<file path="config.mk">
export PLATFORM = sky130hd
export DESIGN_NAME = ipv4_tcp_internet_checksum
export DESIGN_NICKNAME = d
export VERILOG_FILES = /design/src/itc_pkg.sv /design/src/itc_word_gate.sv /design/src/ipv4_tcp_internet_checksum.sv
export VERILOG_INCLUDE_DIRS = /design/src /design/src/src
export SDC_FILE = /design/constraint.sdc
export NUM_CORES = 1
export LEC_CHECK = 0
export ABC_AREA = 1
export BUFFER_PORTS_ARGS = -buffer_cell sky130_fd_sc_hd__buf_4
export CORE_ASPECT_RATIO = 0.9
export CORE_MARGIN = 2
export CORE_UTILIZATION = 35
export CTS_CLUSTER_SIZE = 28
export DETAILED_ROUTE_END_ITERATION = 10
export SETUP_SLACK_MARGIN = 0.5
export SYNTH_ARGS = -nofsm -noshare
export SYNTH_HDL_FRONTEND = slang
export SYNTH_SLANG_ARGS = --single-unit
export TNS_END_PERCENT = 1
</file>
<file path="constraint.sdc">
create_clock -name clk_i -period 15.38 [get_ports clk_i]
set_input_delay 3.076 -clock clk_i [delete_from_list [all_inputs] [get_ports clk_i]]
set_output_delay 3.076 -clock clk_i [all_outputs]
set_load 0.02 [all_outputs]
</file>
<file path="src/ipv4_tcp_internet_checksum_assert.svh">
// Assertion macros shared by the internet checksum RTL.
`ifndef IPV4_TCP_INTERNET_CHECKSUM_ASSERT_SVH
`define IPV4_TCP_INTERNET_CHECKSUM_ASSERT_SVH

// Clocked assertion on clk_i, off while rst_ni is low.
`define ITC_ASSERT(label, prop, msg) \
  label: assert property (@(posedge clk_i) disable iff (!rst_ni) (prop)) else $error(msg);

// Implication form: when cond holds at an edge, check holds at the next one.
`define ITC_ASSERT_NEXT(label, cond, check, msg) \
  label: assert property (@(posedge clk_i) disable iff (!rst_ni) \
    (cond) |=> (check)) else $error(msg);

`endif

</file>
<file path="src/itc_pkg.sv">
// Types and constants of the IPv4 / TCP internet checksum block.
`default_nettype none
package itc_pkg;

  typedef struct packed {
    logic [7:0] data_byte;
    logic       mode;
    logic       last;
  } in_item_t;

  typedef struct packed {
    logic [15:0] checksum;
    logic        short_packet;
  } out_item_t;

  localparam logic [15:0] TcpProtoWord = 16'h0006;
  localparam logic [15:0] PseudoStart  = 16'd8;
  localparam logic [15:0] LenWordOff   = 16'd10;
  localparam logic [15:0] PosMax       = 16'hFFFF;
  localparam logic [15:0] MinTcpBytes  = 16'd4;
  localparam logic [15:0] LenHiPos     = 16'd2;
  localparam logic [15:0] LenLoPos     = 16'd3;

endpackage
`default_nettype wire

</file>
<file path="src/itc_word_gate.sv">
// Coverage and pseudo-header substitution for one 16-bit word.
`default_nettype none
module itc_word_gate #(
  parameter int IP_HEADER_BYTES = 20
) (
  input  logic [15:0] off_i,
  input  logic [15:0] word_i,
  input  logic        tcp_i,
  input  logic [15:0] plen_i,
  output logic [15:0] word_o
);
  import itc_pkg::*;

  localparam logic [15:0] HdrLen = 16'(IP_HEADER_BYTES);

  logic [16:0] plen_inc;
  logic [15:0] half_words;
  logic        covered;

  // padded length / 2; offsets are even so compare word indexes
  assign plen_inc   = {1'b0, plen_i} + 17'd1;
  assign half_words = plen_inc[16:1];

  always_comb begin
    if (!tcp_i) begin
      covered = off_i < HdrLen;
    end else begin
      covered = (off_i >= PseudoStart) && ({1'b0, off_i[15:1]} < half_words);
    end
    if (!covered) begin
      word_o = '0;
    end else if (tcp_i && off_i == PseudoStart) begin
      word_o = TcpProtoWord;
    end else if (tcp_i && off_i == LenWordOff) begin
      word_o = plen_i - HdrLen;
    end else begin
      word_o = word_i;
    end
  end

endmodule
`default_nettype wire

</file>
<file path="src/ipv4_tcp_internet_checksum.sv">
// Top level of the IPv4 header / TCP internet checksum block.
// Usage:
//   Input channel (in_valid_i / in_stall_o / in_item_i) takes one packet byte per item,
//   starting at the first IP header byte. mode is sampled on the first byte: 0 sums the
//   IP header words, 1 sums the TCP segment plus pseudo-header (protocol and TCP length
//   are inserted at offsets 8 and 10). last marks the final byte of the packet.
//   Output channel (out_valid_o / out_stall_i / out_item_o) carries one item per packet:
//   the inverted ones'-complement sum and a flag for a packet shorter than needed.
// Timing:
//   An accepted byte sits in the input register, then a single add with
//   end-around carry (up to three extra words on the last byte) updates the state.
//   The result enters the output register as the last byte leaves the input register.
//   Throughput is one byte per cycle, packets back to back with no gap, unless a last byte is held by a stalled result.
// Reset: clears the byte position and both valid flags; the block waits for a new packet.
// Backpressure: while a result waits in the output register under stall, non-last bytes
//   keep flowing; a last byte holds in the input register, and in_stall_o rises only
//   once that register is occupied by such a blocked byte.
`default_nettype none
module ipv4_tcp_internet_checksum #(
  parameter int IP_HEADER_BYTES = 20
) (
  input  logic               clk_i,
  input  logic               rst_ni,
  input  logic               in_valid_i,
  output logic               in_stall_o,
  input  itc_pkg::in_item_t  in_item_i,
  output logic               out_valid_o,
  input  logic               out_stall_i,
  output itc_pkg::out_item_t out_item_o
);
  import itc_pkg::*;

  localparam logic [15:0] HdrLen = 16'(IP_HEADER_BYTES);

  // input register
  logic      in_valid_q;
  in_item_t  in_q;
  logic      advance;

  // packet state
  logic [15:0] pos_q, pos_d;
  logic [15:0] plen_q, plen_d;
  logic [15:0] sum_q, sum_d;
  logic [7:0]  pend_q, pend_d;
  logic        mode_q, mode_d;

  // output register
  logic      out_valid_q;
  out_item_t out_q, out_d;

  // datapath
  logic        first, active, tcp;
  logic [15:0] plen_base, sum_base;
  logic        take_data;
  logic [15:0] data_off, data_raw;
  logic [15:0] w_data, w_proto, w_len;
  logic [15:0] w0, w1, w2;
  logic [17:0] sum_raw;
  logic [16:0] fold1;
  logic        short_pkt;

  // a last byte needs room in the output register; others always drain
  assign advance    = in_valid_q && (!in_q.last || !out_valid_q || !out_stall_i);
  assign in_stall_o = in_valid_q && !advance;

  always_ff @(posedge clk_i or negedge rst_ni) begin
    if (!rst_ni) begin
      in_valid_q <= 1'b0;
    end else if (in_valid_i && !in_stall_o) begin
      in_valid_q <= 1'b1;
    end else if (advance) begin
      in_valid_q <= 1'b0;
    end
  end

  always_ff @(posedge clk_i) begin
    if (in_valid_i && !in_stall_o) begin
      in_q <= in_item_i;
    end
  end

  // --- per-byte update ---
  assign first     = pos_q == '0;
  assign active    = pos_q != PosMax;
  assign tcp       = first ? in_q.mode : mode_q;
  assign plen_base = first ? '0 : plen_q;
  assign sum_base  = first ? '0 : sum_q;

  always_comb begin
    plen_d = plen_base;
    if (active && pos_q == LenHiPos) begin
      plen_d = {in_q.data_byte, plen_base[7:0]};
    end else if (active && pos_q == LenLoPos) begin
      plen_d = {plen_base[15:8], in_q.data_byte};
    end
  end

  assign pend_d = (active && !pos_q[0]) ? in_q.data_byte : pend_q;
  assign pos_d  = active ? pos_q + 16'd1 : pos_q;
  assign mode_d = tcp;

  // A word completes on an odd byte; on the last byte an odd count pads with zero.
  // Either way the word sits at the even offset just at or below this byte.
  assign take_data = (active && pos_q[0]) || in_q.last;
  assign data_off  = {pos_q[15:1], 1'b0};
  assign data_raw  = (active && pos_q[0]) ? {pend_q, in_q.data_byte} : {pend_d, 8'h00};

  itc_word_gate #(.IP_HEADER_BYTES(IP_HEADER_BYTES)) u_gate_data (
    .off_i  (data_off),
    .word_i (data_raw),
    .tcp_i  (tcp),
    .plen_i (plen_d),
    .word_o (w_data)
  );

  // pseudo-header words the packet ended before reaching
  itc_word_gate #(.IP_HEADER_BYTES(IP_HEADER_BYTES)) u_gate_proto (
    .off_i  (PseudoStart),
    .word_i (16'h0000),
    .tcp_i  (tcp),
    .plen_i (plen_d),
    .word_o (w_proto)
  );

  itc_word_gate #(.IP_HEADER_BYTES(IP_HEADER_BYTES)) u_gate_len (
    .off_i  (LenWordOff),
    .word_i (16'h0000),
    .tcp_i  (tcp),
    .plen_i (plen_d),
    .word_o (w_len)
  );

  assign w0 = take_data ? w_data : '0;
  assign w1 = (in_q.last && tcp && pos_d <= PseudoStart) ? w_proto : '0;
  assign w2 = (in_q.last && tcp && pos_d <= LenWordOff)  ? w_len   : '0;

  // ones'-complement add: the result is order independent, so sum all and fold twice
  assign sum_raw = 18'(sum_base) + 18'(w0) + 18'(w1) + 18'(w2);
  assign fold1   = 17'(sum_raw[15:0]) + 17'(sum_raw[17:16]);
  assign sum_d   = fold1[15:0] + 16'(fold1[16]);

  assign short_pkt = tcp ? ((pos_d < MinTcpBytes) || (pos_d < plen_d)) : (pos_d < HdrLen);

  assign out_d.checksum     = ~sum_d;
  assign out_d.short_packet = short_pkt;

  always_ff @(posedge clk_i or negedge rst_ni) begin
    if (!rst_ni) begin
      pos_q  <= '0;
      plen_q <= '0;
      sum_q  <= '0;
      pend_q <= '0;
      mode_q <= 1'b0;
    end else if (advance) begin
      if (in_q.last) begin
        pos_q  <= '0;
        plen_q <= '0;
        sum_q  <= '0;
        pend_q <= '0;
        mode_q <= 1'b0;
      end else begin
        pos_q  <= pos_d;
        plen_q <= plen_d;
        sum_q  <= sum_d;
        pend_q <= pend_d;
        mode_q <= mode_d;
      end
    end
  end

  // --- result register ---
  always_ff @(posedge clk_i or negedge rst_ni) begin
    if (!rst_ni) begin
      out_valid_q <= 1'b0;
    end else if (advance && in_q.last) begin
      out_valid_q <= 1'b1;
    end else if (!out_stall_i) begin
      out_valid_q <= 1'b0;
    end
  end

  always_ff @(posedge clk_i) begin
    if (advance && in_q.last) begin
      out_q <= out_d;
    end
  end

  assign out_valid_o = out_valid_q;
  assign out_item_o  = out_q;

  `include "ipv4_tcp_internet_checksum_assert.svh"

  `ITC_ASSERT_NEXT(a_pos_cleared_after_last, advance && in_q.last, pos_q == '0, "position not cleared after last byte")
  `ITC_ASSERT_NEXT(a_pos_steps, advance && !in_q.last && pos_q != PosMax, pos_q == $past(pos_q) + 16'd1, "position did not step by one")
  `ITC_ASSERT_NEXT(a_no_spurious_result, !(advance && in_q.last) && (!out_valid_q || !out_stall_i), !out_valid_q, "result without a last byte")
  `ITC_ASSERT_NEXT(a_held_byte_kept, in_valid_q && !advance, in_valid_q && $stable(in_q), "held input byte lost or changed")
  `ITC_ASSERT(a_stall_only_on_last, !in_stall_o || (in_q.last && out_valid_q && out_stall_i), "input stalled without a blocked last byte")

endmodule
`default_nettype wire
</file>
==> flow_summary.yaml, run 1 <==
timing:
  max_slew.worst_pin.slew_ns: 0.9284
  slew_headroom_pct: 38.04
  max_freq_mhz: 95.79
  setup_viol: 0
  slew_violations: 0
  hold_violations: 0
  period_needed_ns: 10.44
  whs_ns: 0.4898
  setup_tns_ns: 0
  fin_crit_sh_pct: 67.88
  rsz0062_at_grt: "false"
  clock-skew-final_ns: 0.01218
clock_network:
  cts_buffer_depth: 2
  cts-root-buf: "clkbuf_16"
  htree_levels: 3
  cts.sinks: 86
  cts.clk_slew.worst_paths_ns: 0.08
  postCtsSetupBuffers: 0
  ctsHoldBuffers: 0
  cts_resized: 0
  cts_tree: "yes"
  cts_buffers: 9
  clk_latency_ns: 0.36
placed_design:
  dp.cells: 1591
  dp_hpwl_um: 21120
  numPortBuffers: 32
  gp_congestion: 0.9782
floorplan:
  die_w_um: 169.7
  start_util_pct: 35.68
  rows: 54
  dieHeight_um: 153.2
  die_area_mm2: 0.02600
  coreArea_mm2: 0.02426
  ios: 33
worst_setup_path:
  crit_buf_inv: 8
  path_class: "register to register"
  end_kind: "register"
  crit_required_ns: 15.51
  max_stage_delay_ns: 0.55
  cp_slowest_cell: "fa_1"
  path_max_fanout: 9
  critPathLaunchType: "register"
  rrSetupSlack_ns: 4.94
  crit_path_frequent_cell: "nand2_1"
  r2r_cells: 69
  path_depth: 69
  path_delay_family: "simple AND/OR/NAND/NOR gates"
  cp.arrival_ns: 10.57
drt:
  ant_nets: 0
  via_count: 8400
  maxUsedRoutingLayer: "met4"
  dr.pass1.iters: 5
  wirelength_um: 26560
  dr_wl_met3_um: 1910
  wl_met1_um: 13240
  via_per_inst: 5.227
  drcViolationCount: 0
  drtIter0Drc: 931
  wl_met2_um: 11000
  post_drt_wl_per_cell_um: 16.53
yosys:
  synth-seq-cells: 86
  yosysWarnings: 0
  yosysUniqueCellTypes: 46
  syn-cell-area_mm2: 0.008653
  syn-num-nets: 1373
  syn-instance-count: 1270
  synth_seq_area_share_pct: 26.43
  avgSynthCellArea_um2: 6.814
flow_run:
  cap_violations: 0
global_route:
  grt_pass1_vias: 7846
  grt_max_degree: 60
  grt_util_all_layers_pct: 21.05
  antenna_found_initial: 0
  grt_overflow: 0
  grt_first_pass_wirelength_um: 42720
final_layout:
  layout-drive-gt1-share_pct: 8.776
  nets: 1397
  syn_to_final_growth_pct: 9.919
  multi_input_area_mm2: 0.005529
  fin_cells: 1607
  insertedDiodeCount: 0
  register_area_mm2: 0.002287
  num-fill-cells: 2524
power_and_ir_drop:
  power.density_mw_per_mm2: 148.5
  total_power_mw: 1.413
  peakVddDrop_mv: 0.05891
  p_leak_nw: 4.875
min_path:
  hold_path_class: "register to register"
  hold_depth: 2
status:
  status: "complete, no violations"
-- routing by layer --
metal / GRT usage [%] / up-vias
met2: 30.98 / 269
li1: - / 4173
met4: 5.128 / 0
met3: 4.505 / 28
met1: 31.25 / 3930
met5: 0 / -
-- worst paths after layout --
kind,startpoint,end
max,pos_q[1]$_DFFE_PN0P_,out_item_o[15]$_DFFE_PP_
max in group asynchronous,rst_ni,plen_q[10]$_DFFE_PN0P_
max reg2reg,pos_q[1]$_DFFE_PN0P_,out_item_o[15]$_DFFE_PP_
min in group asynchronous,rst_ni,pos_q[3]$_DFFE_PN0P_
min,sum_q[14]$_DFFE_PN0P_,sum_q[14]$_DFFE_PN0P_
min reg2reg,sum_q[14]$_DFFE_PN0P_,sum_q[14]$_DFFE_PN0P_
-- through the flow --
stage | cell area [um2] | setup WS, ns | util, %
after floorplan | 8653 | 6.228 | -
after global placement | 9198 | 5.289 | 37.92
after detailed placement | 9198 | 5.063 | 37.92
after CTS | 9512 | 5.005 | 39.21
after global routing | 9512 | 3.550 | 39.21
final | 9512 | 4.940 | 39.21
-- cells in the final DEF (no fill, tap or decap), types with 5 or more instances in the layout --
cell       count
a21oi_1       30
a21oi_2        5
buf_4         37
clkbuf_16      9
dfrtp_1       59
edfxtp_1      27
fa_1          20
ha_1          69
inv_1        179
inv_2         10
nand2_1      360
nand2_2       11
nand3_1       86
nand3b_1       5
nand4_1       36
nor2_1       147
nor2_2         7
nor2_4         6
nor3_1        16
o21ai_0       58
o21ai_1        7
o21ai_2        7
o22ai_1       30
xnor2_1        6
xor2_1        26
-- power breakdown --
part | total [mW] | switching, mW | internal, mW
Sequential | 0.307 | 0.0188 | 0.288
Clock | 0.239 | 0.106 | 0.133
Combinational | 0.866 | 0.600 | 0.266
Total | 1.41 | 0.725 | 0.687
-- registers in the layout (all words and copies together), names as in the netlist --
| name | count |
|---|---|
| out_item_o | 17 |
| plen_q | 16 |
| pos_q | 16 |
| sum_q | 16 |
| in_q | 10 |
| pend_q | 8 |
| in_valid_q | 1 |
| mode_q | 1 |
| out_valid_o | 1 |
-- synth_stat cells (all sizes together) --
library cell | instances | area, um2
nand3b | 5 | 37.54
a21boi | 1 | 7.510
nor2 | 162 | 700.7
a211o | 1 | 8.760
a21oi | 35 | 193.9
o21bai | 3 | 22.52
clkbuf | 15 | 56.30
a31oi | 4 | 25.02
nor3 | 17 | 96.35
o22ai | 30 | 187.7
o211ai | 4 | 30.03
edfxtp | 27 | 810.8
ha | 69 | 863.3
and2 | 3 | 18.77
dfrtp | 59 | 1476
a211oi | 2 | 15.01
inv | 189 | 709.4
xor2 | 26 | 227.7
buf | 9 | 65.06
nand2 | 373 | 1443
clkinv | 2 | 8.750
nand3 | 92 | 505.5
fa | 20 | 400.4
a2111oi | 1 | 8.760
o21ai | 74 | 419.2
nor4 | 5 | 37.53
nand4 | 36 | 225.2
xnor2 | 6 | 52.55
-- cells by family after synthesis --
logic type	synth area share (%)
simple gates	35.41
fa+ha+maj	14.60
xor+xnor	3.239
compound gates	10.61
buf+inv	9.702
flops	26.43
-- cell type report --
type / count / share of cell area [%]
clock buffers: 10 / 2.512
clock inverters: 6 / 0.7893
inverters: 191 / 7.551
multi-input cells: 969 / 58.13
flip-flops and latches: 86 / 24.05
well taps: 308 / 4.052
repair buffers: 37 / 2.920
-- worst min-delay path: stages, from the launching register on --
cell and delay, ns:
dfrtp_1 0.35, nand2_1 0.06, nand2_1 0.06
No activity file was read; power rests on OpenSTA's default activity.
==> inputs of run 2 (changes only) <==
--- a/config.mk
+++ b/config.mk
@@ -6,7 +6,7 @@
 export SDC_FILE = /design/constraint.sdc
 export NUM_CORES = 1
 export LEC_CHECK = 0
-export ABC_AREA = 1
+export ABC_AREA = 0
 export BUFFER_PORTS_ARGS = -buffer_cell sky130_fd_sc_hd__buf_4
 export CORE_ASPECT_RATIO = 0.9
 export CORE_MARGIN = 2
==> constraint.sdc (replaced) <==
create_clock -name clk_i -period 8.4 [get_ports clk_i]
set_input_delay 1.68 -clock clk_i [delete_from_list [all_inputs] [get_ports clk_i]]
set_output_delay 1.68 -clock clk_i [all_outputs]
set_load 0.02 [all_outputs]
==> flow_summary.yaml, run 2 <==
yosys:
  synth_xor_area_share_pct: 6.852
  yosysUniqueCellTypes: 102
  ys.flop_type: "dfrtp_1"
  synth-edff-count: 27
  avgSynthCellArea_um2: 9.051
  synth_seq_area_share_pct: 27.59
  synth.most_common_cell: "nand2_1"
  synth-seq-cells: 86
  syn-num-nets: 1019
  synth_top_cell_by_area: "dfrtp_1"
  synth_compound_area_share_pct: 22.16
  synth_simple_gate_area_share_pct: 20.84
  synth_top_family_by_area: "compound AO/OA/AOI/OAI gates"
  synth_commonest_cells: "111 x nand2_1, 69 x ha_1, 67 x o21ai_0"
  synth_top_area_share_pct: 17.81
  synthAdderAreaFrac_pct: 15.36
  synth_area_leaders: "dfrtp_1 18%, ha_1 10%, edfxtp_1 9.8%, nand2_1 5.0%, fa_1 4.8%"
  async_flop_share_pct: 68.60
  yosysWarnings: 0
  syn-cell-area_mm2: 0.008290
  syn-instance-count: 916
  synth.area.mux_share_pct: 2.264
timing:
  max_freq_mhz: 93.94
  fin_crit_sh_pct: 126.7
  setup_slack_ns: -2.245
  period_needed_ns: 10.65
  slew_violations: 0
  setup_viol: 32
  hold_violations: 0
  rsz0062_at_grt: "true"
  clock-skew-final_ns: 0.01260
  max_slew.worst_pin.slew_ns: 1.100
  slew_headroom_pct: 26.41
global_route:
  grt_max_degree: 64
  antenna_found_initial: 0
  grt_first_pass_wirelength_um: 43420
  grt_util_all_layers_pct: 22.35
  grt_overflow: 0
  grt_pass1_vias: 7854
power_and_ir_drop:
  power.density_mw_per_mm2: 247.2
  peakVddDrop_mv: 0.1250
  internal_power_mw: 1.561
  power_frac_comb_pct: 64.8
  p_clk_share_pct: 14.7
  p_seq_share_pct: 20.5
  total_power_mw: 2.768
  p_sw_share_pct: 43.62
  switching_power_mw: 1.207
  p_leak_nw: 5.047
status:
  violations: "setup timing"
  status: "finished, violations left"
drt:
  post_drt_wl_per_cell_um: 18.49
  ant_nets: 0
  drtIter0Drc: 576
  via_count: 8029
  dr_wl_met3_um: 2008
  wl_met2_um: 11600
  wirelength_um: 27410
  via_per_inst: 5.418
  wl_met1_um: 13410
  dr.pass1.iters: 6
  maxUsedRoutingLayer: "met4"
  drcViolationCount: 0
floorplan:
  dieHeight_um: 150.0
  die_area_mm2: 0.02494
  start_util_pct: 35.52
  coreArea_mm2: 0.02334
  die_w_um: 166.2
  ios: 33
  rows: 53
flow_run:
  cap_violations: 0
placed_design:
  placed_area_mm2: 0.01074
  numPortBuffers: 32
  gp_congestion: 0.9164
  dp_hpwl_um: 21560
  post-place-ws_ns: -2.532
final_layout:
  stdcell_area_mm2: 0.01120
  mostFrequentLayoutCell: "buf_4"
  fin_util_pct: 47.97
  final_cell_mix: "291 x buf_4, 108 x nand2_1, 64 x ha_1, 59 x o21ai_0, 59 x dfrtp_1"
  insertedDiodeCount: 0
  layout-drive-gt1-share_pct: 34.92
  num-fill-cells: 2225
  largest_reg_flops: 17
  nets: 1278
  syn_to_final_growth_pct: 35.07
clock_network:
  htree_levels: 3
  ctsHoldBuffers: 0
  cts.sinks: 86
  cts.clk_slew.worst_paths_ns: 0.08
  clk_latency_ns: 0.37
  cts-root-buf: "clkbuf_16"
  cts_buffers: 9
  cts_tree: "yes"
  cts_buffer_depth: 2
worst_setup_path:
  critPathLaunchType: "register"
  crit_path_frequent_cell: "ha_4"
  path_class: "register to register"
  max_stage_delay_ns: 0.49
  end_kind: "register"
  crit_required_ns: 8.52
  cp_slowest_cell: "fa_1"
  cp.arrival_ns: 10.77
  path_max_fanout: 5
min_path:
  hold_path_class: "register to register"
[run 2: cell families (layout without fill, tap and decap cells)]
| group | after synthesis | after routing |
|---|---|---|
| flops | 86 | 86 |
| simple gates | 319 | 319 |
| xor+xnor | 64 | 64 |
| buf+inv | 85 | 349 |
| compound gates | 254 | 254 |
| fa+ha+maj | 90 | 90 |
| mux | 18 | 18 |
[run 2: cell type report]
type	count	area [um2]	area share [%]
multi-input combinational	745	5859	52.32
inverter	39	146.4	1.307
timing repair buffer	294	2245	20.04
clock inverter	6	43.79	0.3911
sequential	86	2287	20.42
clock buffer	10	239.0	2.134
tap	302	377.9	3.374
[run 2: final timing paths]
check | start | endpoint | slack, ns | depth (start not counted)
worst max-delay path | pos_q[13]$_DFFE_PN0P_ | out_item_o[15]$_DFFE_PP_ | -2.25 | 50
worst min-delay path | sum_q[1]$_DFFE_PN0P_ | sum_q[1]$_DFFE_PN0P_ | 0.47 | 2
worst max register to register | pos_q[13]$_DFFE_PN0P_ | out_item_o[15]$_DFFE_PP_ | -2.25 | 50
worst min register to register | sum_q[1]$_DFFE_PN0P_ | sum_q[1]$_DFFE_PN0P_ | 0.47 | 2
max in group asynchronous | rst_ni | sum_q[12]$_DFFE_PN0P_ | 6.45 | 1
min in group asynchronous | rst_ni | pos_q[6]$_DFFE_PN0P_ | 1.41 | 1
[run 2: worst max-delay path, delay by kind of cell (launching register included)]
family                     cells  cell delay [ns]
AOI/OAI and AO/OA             18             3.26
xor gates and xnor gates       2             0.38
adders and majority gates     10             2.51
buffers and inverters          3             0.35
DFF                            1             0.42
muxes                          2             0.44
and+or+nand+nor               15             3.01
[run 2: power groups by stage]
stage | Combinational (mW) | Clock, mW | Sequential (mW)
detailed placement | 1.71 | 0 | 0.574
CTS | 1.75 | 0.414 | 0.567
global route | 1.96 | 0.428 | 0.574
global placement | 1.70 | 0 | 0.572
floorplan | 0.955 | 0 | 0.583
finish | 1.79 | 0.408 | 0.567
[run 2: what timing repair did]
action                                  4_1_cts  5_1_grt
resized for setup                            20       15
setup buffers                                 3        0
pin swaps                                    18        5
endpoints found under the setup margin       32       32
[run 2: layer usage]
layer	vias to the layer above	track usage, %
met5	-	0
met1	3851	33.29
met4	0	5.862
met3	25	3.967
li1	3893	-
met2	260	33.30
[run 2: stage by stage]
step	hold slack, ns	setup TNS [ns]	cells
floorplan	0.4402	-42.38	916
global placement	0.4520	-50.39	1463
detailed placement	0.4646	-60.34	1463
CTS	0.4792	-52.34	1482
global route	0.5164	-76.04	1482
finish	0.4724	-51.98	1482
